[src/rtl/core/gmag_pkg.sv]
package gmag_pkg;

   localparam int DEF_MAX_WIDTH = 2048;

   localparam logic [1:0]  MODE_SOBEL   = 2'd0;
   localparam logic [1:0]  MODE_SCHARR  = 2'd1;
   localparam logic [1:0]  MODE_PREWITT = 2'd2;
   localparam logic [1:0]  RESET_MODE   = MODE_SOBEL;
   localparam logic [11:0] RESET_WIDTH  = 12'd640;

   localparam logic REG_MODE  = 1'b0;
   localparam logic REG_WIDTH = 1'b1;

   localparam logic OP_PIXEL = 1'b0;
   localparam logic OP_FLUSH = 1'b1;

   // 3x3 luma window: [row][col], row 0 is the top row
   typedef logic [2:0][2:0][7:0] win_type;

   typedef enum logic [2:0] {
      ST_IDLE,
      ST_READ,
      ST_CAPTURE,
      ST_START,
      ST_WAIT,
      ST_EMIT
   } state_type;

endpackage

[src/rtl/core/gmag_grad.sv]
module gmag_grad (
   input  logic                    clock,
   input  logic                    reset,
   input  logic                    start,
   input  logic [1:0]              mode,
   input  gmag_pkg::win_type       win,
   output logic                    done,
   output logic [7:0]              mag
);
   import gmag_pkg::*;

   logic               busy_ff;
   logic [3:0]         step_ff;
   logic               done_ff;
   logic [11:0]        ax_ff, ay_ff;
   logic [23:0]        sqx_ff, sqy_ff;
   logic               sat_ff;
   logic [15:0]        v_ff;
   logic [7:0]         res_ff;
   logic signed [12:0] gv, gh;
   logic [24:0]        sum;
   logic [2:0]         bit_idx;
   logic [7:0]         trial;
   logic [15:0]        trial_sq;

   // weight one difference term by the kernel tap (pos 1 is the middle tap)
   function automatic logic signed [12:0] kmul(input logic [1:0] m,
                                                input logic signed [8:0] d,
                                                input logic mid);
      logic signed [12:0] e;
      e = 13'(d);
      case (m)
         MODE_SCHARR:  kmul = mid ? ((e <<< 3) + (e <<< 1)) : ((e <<< 1) + e);
         MODE_PREWITT: kmul = e;
         default:      kmul = mid ? (e <<< 1) : e;
      endcase
   endfunction

   always_comb begin
      gv = '0;
      gh = '0;
      for (int i = 0; i < 3; i++) begin
         gv = gv + kmul(mode, $signed({1'b0, win[2][i]}) - $signed({1'b0, win[0][i]}),
                        i == 1);
         gh = gh + kmul(mode, $signed({1'b0, win[i][2]}) - $signed({1'b0, win[i][0]}),
                        i == 1);
      end
   end

   assign sum      = {1'b0, sqx_ff} + {1'b0, sqy_ff};
   assign bit_idx  = 3'(4'd9 - step_ff);
   assign trial    = res_ff | (8'd1 << bit_idx);
   assign trial_sq = trial * trial;

   always_ff @(posedge clock) begin
      if (reset) begin
         busy_ff <= 1'b0;
         step_ff <= '0;
         done_ff <= 1'b0;
      end else begin
         done_ff <= 1'b0;
         if (start) begin
            busy_ff <= 1'b1;
            step_ff <= '0;
         end else if (busy_ff) begin
            step_ff <= step_ff + 4'd1;
            if (step_ff == 4'd9) begin
               busy_ff <= 1'b0;
               done_ff <= 1'b1;
            end
         end
      end
   end

   always_ff @(posedge clock) begin
      if (start) begin
         ax_ff <= gv < 0 ? 12'(-gv) : 12'(gv);
         ay_ff <= gh < 0 ? 12'(-gh) : 12'(gh);
      end else if (busy_ff) begin
         if (step_ff == 4'd0) begin
            sqx_ff <= ax_ff * ax_ff;
            sqy_ff <= ay_ff * ay_ff;
         end else if (step_ff == 4'd1) begin
            sat_ff <= sum[24:16] != '0;
            v_ff   <= sum[15:0];
            res_ff <= '0;
         end else if (trial_sq <= v_ff) begin
            // one result bit per cycle, msb first
            res_ff <= trial;
         end
      end
   end

   assign done = done_ff;
   assign mag  = sat_ff ? 8'd255 : res_ff;

   a_done_after_busy: assert property (@(posedge clock) disable iff (reset)
      done |-> $past(busy_ff) && !busy_ff) else $error("done without a pass");
   a_no_restart: assert property (@(posedge clock) disable iff (reset)
      busy_ff |-> !start) else $error("start while busy");
   a_steps_bounded: assert property (@(posedge clock) disable iff (reset)
      busy_ff |-> step_ff <= 4'd9) else $error("step overrun");
endmodule

[config.mk]
export PLATFORM = sky130hd
export DESIGN_NAME = gmag_grad
export DESIGN_NICKNAME = d
export VERILOG_FILES = /design/src/rtl/core/gmag_pkg.sv /design/src/rtl/core/gmag_grad.sv
export SDC_FILE = /design/constraint.sdc
export NUM_CORES = 1
export LEC_CHECK = 0
export ABC_AREA = 1
export BUFFER_PORTS_ARGS = -buffer_cell sky130_fd_sc_hd__buf_2
export CAP_MARGIN = 20
export CORE_UTILIZATION = 66
export DETAILED_ROUTE_END_ITERATION = 10
export PLACE_DENSITY = 0.95
export RECOVER_POWER = 100
export SLEW_MARGIN = 20
export SYNTH_ARGS = -nofsm -noshare
export SYNTH_HDL_FRONTEND = slang
export SYNTH_SLANG_ARGS = --single-unit
export TNS_END_PERCENT = 10
[constraint.sdc]
create_clock -name clock -period 16.3 [get_ports clock]
set_input_delay 0.815 -clock clock [delete_from_list [all_inputs] [get_ports clock]]
set_output_delay 0.815 -clock clock [all_outputs]
set_load 0.03 [all_outputs]
==> results.sh, run 1 <==
export IMPL_status="complete, but fails checks"
export IMPL_violations="capacitance limit, slew limit"
export IMPL_cap_violations=2
export IMPL_cts_path_max_buffers=2
export IMPL_clkTransAtPathRegs_ns=0.08
export IMPL_worst_setup_path_start_kind="flip-flop"
export IMPL_grt_first_pass_wirelength_um=90700
export IMPL_synthArstFlopShare_pct=0
export IMPL_route_met3_wl_um=2720
export IMPL_holdPathEnd="step_ff[0]"
export IMPL_grt_pass1_vias=20242
export IMPL_rrSetupSlack_ns=8.62
export IMPL_setup_tns_ns=0
export IMPL_r2r_start="step_ff[1]"
export IMPL_hold_violations=0
export IMPL_dr_wl_met2_um=27600
export IMPL_crit_buf_inv=4
export IMPL_core_area_sq_um=32900
export IMPL_drt_first_pass_iters=9
export IMPL_h_tree_depth=3
export IMPL_cp_arrival_ns=7.68
export IMPL_cts_sinks=101
export IMPL_synth_enable_flop_cells=95
export IMPL_end_kind="flip-flop"
export IMPL_antenna_left=0
export IMPL_wl_per_cell_um=15.2
export IMPL_place_congestion=0.967
export IMPL_m1WireLength_um=20800
export IMPL_critPathMaxStageDelay_ns=0.91
export IMPL_crit_family="adder cells"
export IMPL_die_area_sq_um=34500
export IMPL_nets=3689
export IMPL_die_w_um=186
export IMPL_yosys_top_cells_area="fa_1 20%, ha_1 17%, edfxtp_1 13%"
export IMPL_worst_pin_slew_ns=2.60
export IMPL_routed_top_layer="met4"
export IMPL_via_count=19665
export IMPL_timing_hold_ws_ns=0.561
export IMPL_synth_top_area_cell="fa_1"
export IMPL_numCtsBuffers=9
export IMPL_grt_max_degree=48
export IMPL_antenna_found_initial=0
export IMPL_synth_top_cell_area_share_pct=19.7
export IMPL_crit_path_frequent_cell="nand2_1"
export IMPL_hpwl_um=45000
export IMPL_io_buffer_count=77
export IMPL_yosysWarningCount=0
export IMPL_cts_root_buf="clkbuf_16"
export IMPL_syn_inst=3033
export IMPL_period_needed_ns=7.68
export IMPL_hold_depth=2
export IMPL_timing_final_crit_share_pct=47.1
export IMPL_min_delay_start="busy_ff"
export IMPL_rsz0062_at_grt="no"
export IMPL_cp_slowest_cell="o21ai_0"
export IMPL_clk_latency_ns=0.36
export IMPL_routed_wl_um=53700
export IMPL_cts_hold_buf=0
export IMPL_grt_usage_pct=32.7
export IMPL_setup_viol=0
export IMPL_synth_top_cells_by_count="747 x nand2_1, 719 x inv_1, 308 x ha_1"
export IMPL_drt_initial_drc_count=1275
export IMPL_pin_count=86
export IMPL_crit_fanout=9
export IMPL_syn_area_sq_um=22300
export IMPL_reg2regPathDepth=28
export IMPL_fin_skew_ns=0.0126
export IMPL_synth_nets=3637
export IMPL_drcViolationCount=0
export IMPL_vias_per_cell=5.57
export IMPL_core_rowCount=66
export IMPL_overflow=0
export IMPL_synth_seq_area_share_pct=13.3
export IMPL_cts_resized_gates=0
export IMPL_drive_gt1_share_pct=5.99
export IMPL_report_final_slew_viol_count=75
export IMPL_min_path_type="flip-flop to flip-flop"
export IMPL_max_freq_ghz=0.130
export IMPL_r2r_end="res_ff[2]"
export IMPL_initial_utilization_pct=67.9
export IMPL_ys_ff_latch=101
export IMPL_syn_avg_cell_area_sq_um=7.35
export IMPL_synth_most_common_cell="nand2_1"
export IMPL_cts_tree="yes"
export IMPL_dieHeight_um=186
export IMPL_required_ns=16.30
export IMPL_area_growth_pct=4.52
export IMPL_synth_distinct_cells=54
export IMPL_synthFlopType="edfxtp_1"
export IMPL_max_slew_margin_pct=-73.1
export IMPL_crit_type="flip-flop to flip-flop"
export IMPL_postCtsSetupBuffers=0
[flip-flops by register name (all words and copies together) (netlist names)]
register  flops
ax_ff        12
ay_ff        12
busy_ff       1
done          1
res_ff        8
sat_ff        1
sqx_ff       23
sqy_ff       23
step_ff       4
v_ff         16
[tightest hold or removal path, stage by stage (launching register included)]
cell	delay [ns]
dfxtp_1	0.37
nand2_1	0.09
a21oi_1	0.06
[cell families after synthesis]
logic type / Yosys count / share of synthesized area [%]
AO/OA/AOI/OAI: 323 / 8.53
buffers and inverters: 772 / 13.1
AND/OR/NAND/NOR: 1171 / 22.6
adder cells (fa/ha/maj): 527 / 36.9
XOR/XNOR: 138 / 5.42
flip-flops: 101 / 13.3
multiplexers: 1 / 0.0505
[worst max path at each step]
stage | cells past startpoint | end | slack, ns | from
CTS | 26 | res_ff[2] | 9.15 | step_ff[1]
detailed placement | 26 | res_ff[7] | 9.15 | step_ff[1]
finish | 28 | res_ff[2] | 8.62 | step_ff[1]
global route | 25 | res_ff[2] | 7.93 | step_ff[2]
floorplan | 27 | res_ff[0] | 10.10 | step_ff[1]
global placement | 26 | res_ff[5] | 9.40 | step_ff[1]
[metal layers]
metal	GRT usage [%]	vias up
met5	0	-
met4	17.6	0
met3	4.93	192
met2	59.5	684
met1	36.6	9237
li1	-	9552
[layout by cell type, fill, tap and decap left out, drive strengths merged, types with 14 or more instances in the layout]
| master | instances |
|---|---|
| o21ai | 74 |
| inv | 733 |
| xor2 | 102 |
| ha | 308 |
| fa | 219 |
| nand3b | 14 |
| a21oi | 168 |
| o21bai | 14 |
| nand4 | 28 |
| or2 | 18 |
| nor3 | 22 |
| nand2 | 792 |
| nor2 | 148 |
| xnor2 | 36 |
| edfxtp | 95 |
| o22ai | 14 |
| nand3 | 141 |
| buf | 69 |
| clkbuf | 22 |
[per-stage QoR]
stage	area, sq um	setup slack, ns	std cells	util [%]
finish	23300	8.62	3533	70.9
global route	23300	7.93	3532	70.9
CTS	23400	9.15	3532	71.2
detailed placement	23100	9.15	3516	70.3
global placement	23100	9.40	3516	70.3
floorplan	22300	10.10	3033	-
[layout make-up]
type                            instances  area (sq um)
Tap cell                              442           553
Inverter                              732          2750
Clock buffer                           10           229
Timing Repair Buffer                   81           395
Fill cell                            2584          9560
Sequential cell                       101          2970
Clock inverter                          6          76.3
Multi-Input combinational cell       2160         16300
Antenna cell                            1          2.50
Power of run 1 is not shown: default switching activity piles up to over one toggle a cycle in this logic, so the estimate is an artifact.
==> run 2, diff against run 1 <==
Clock period 16.3 ns to 7.9 ns, I/O delays scaled along.
==> results.sh, run 2 (synthesis results as in run 1) <==
export IMPL_status="complete, but fails checks"
export IMPL_violations="capacitance limit, slew limit"
export IMPL_rsz0062_at_grt="no"
export IMPL_fill_cells=2612
export IMPL_cts_root_buf="clkbuf_16"
export IMPL_die_w_um=186
export IMPL_report_final_slew_viol_count=75
export IMPL_seqCellArea_sq_um=2970
export IMPL_max_slew_margin_pct=-68.8
export IMPL_antenna_found_initial=2
export IMPL_postCtsSetupBuffers=0
export IMPL_h_tree_depth=3
export IMPL_worst_pin_slew_ns=2.53
export IMPL_overflow=0
export IMPL_clkTransAtPathRegs_ns=0.07
export IMPL_cts_tree="yes"
export IMPL_drt_first_pass_iters=6
export IMPL_period_needed_ns=7.10
export IMPL_routed_wl_um=53700
export IMPL_initial_utilization_pct=67.9
export IMPL_grt_max_degree=48
export IMPL_cap_violations=2
export IMPL_wl_per_cell_um=15.2
export IMPL_fin_skew_ns=0.00846
export IMPL_end_kind="flip-flop"
export IMPL_final_cells=3533
export IMPL_multiInputGateArea_sq_um=16300
export IMPL_drive_gt1_share_pct=6.05
export IMPL_dp_cells=3517
export IMPL_grt_usage_pct=32.7
export IMPL_grt_first_pass_wirelength_um=90900
export IMPL_antenna_cells=0
export IMPL_place_congestion=0.986
export IMPL_max_freq_ghz=0.141
export IMPL_cp_arrival_ns=7.09
export IMPL_cp_slowest_cell="a21oi_1"
export IMPL_rrSetupSlack_ns=0.80
export IMPL_numCtsBuffers=9
export IMPL_via_count=19773
export IMPL_area_growth_pct=4.53
export IMPL_setup_viol=0
export IMPL_critPathMaxStageDelay_ns=0.64
export IMPL_drt_initial_drc_count=1421
export IMPL_vias_per_cell=5.60
export IMPL_nets=3690
export IMPL_cts_hold_buf=0
export IMPL_crit_path_frequent_cell="inv_1"
export IMPL_final_common_cell="nand2_1"
export IMPL_crit_fanout=9
export IMPL_cts_sinks=101
export IMPL_drcViolationCount=0
export IMPL_clk_latency_ns=0.37
export IMPL_antenna_left=0
export IMPL_io_buffer_count=77
export IMPL_hold_violations=0
export IMPL_setup_tns_ns=0
export IMPL_cts_resized_gates=0
export IMPL_dieHeight_um=186
export IMPL_pin_count=86
export IMPL_crit_type="flip-flop to flip-flop"
export IMPL_core_area_sq_um=32900
export IMPL_worst_setup_path_start_kind="flip-flop"
export IMPL_reg_top3="sqx_ff (23), sqy_ff (23), v_ff (16)"
export IMPL_core_rowCount=66
export IMPL_grt_pass1_vias=20224
export IMPL_die_area_sq_um=34500
export IMPL_timing_final_crit_share_pct=89.9
export IMPL_timing_hold_ws_ns=0.216
export IMPL_hpwl_um=45400
export IMPL_required_ns=7.89
export IMPL_layout_common_cells="750 x nand2_1, 721 x inv_1, 308 x ha_1"
export IMPL_min_path_type="input pin to flip-flop"
export IMPL_cts_path_max_buffers=2
run 2: cell types whose count changed in the layout (fill, tap and decap cells not counted), moves of 2 or more:
cell,delta
inv_8,+2
o21ai_0,-3
o21ai_1,+2
inv_6,-2
run 2: layout make-up:
type	instances	share of cell area, %
flip-flops and latches	101	12.8
well taps	442	2.37
multi-input cells	2160	70.1
clock buffers	9	0.966
clock inverters	7	0.327
inverters	732	11.8
repair buffers	82	1.72
run 2: final timing paths:
path              cells past startpoint  startpoint    endpoint
setup / recovery                     26  step_ff[1]   res_ff[2]
hold / removal                        2       reset     busy_ff
setup reg to reg                     26  step_ff[1]   res_ff[2]
hold reg to reg                       2  step_ff[0]  step_ff[0]
run 2: per-stage QoR:
step | util, % | setup slack, ns | cell area [sq um]
5_1_grt | 70.9 | 0.183 | 23300
6_report | 70.9 | 0.800 | 23300
3_3_place_gp | 70.3 | 1.09 | 23100
2_1_floorplan | - | 1.70 | 22300
4_1_cts | 71.2 | 0.837 | 23400
3_5_place_dp | 70.3 | 0.868 | 23100
run 2: layer usage:
layer  part of all wire (%)  vias up  track usage [%]
met1                     39     9302             37.4
met4                    4.4        0             16.4
met5                      0        -                0
met2                     51      772             59.4
li1                       -     9526                -
met3                    5.4      173             4.62
run 2: critical path, delay by kind of cell, from the launching register on:
kind | cells | cell delay [ns]
compound gates | 4 | 1.54
simple gates | 9 | 1.15
flops | 1 | 0.35
fa+ha+maj | 7 | 3.16
xor+xnor | 1 | 0.17
buf+inv | 5 | 0.33
Power of run 2 is left out for the same reason.
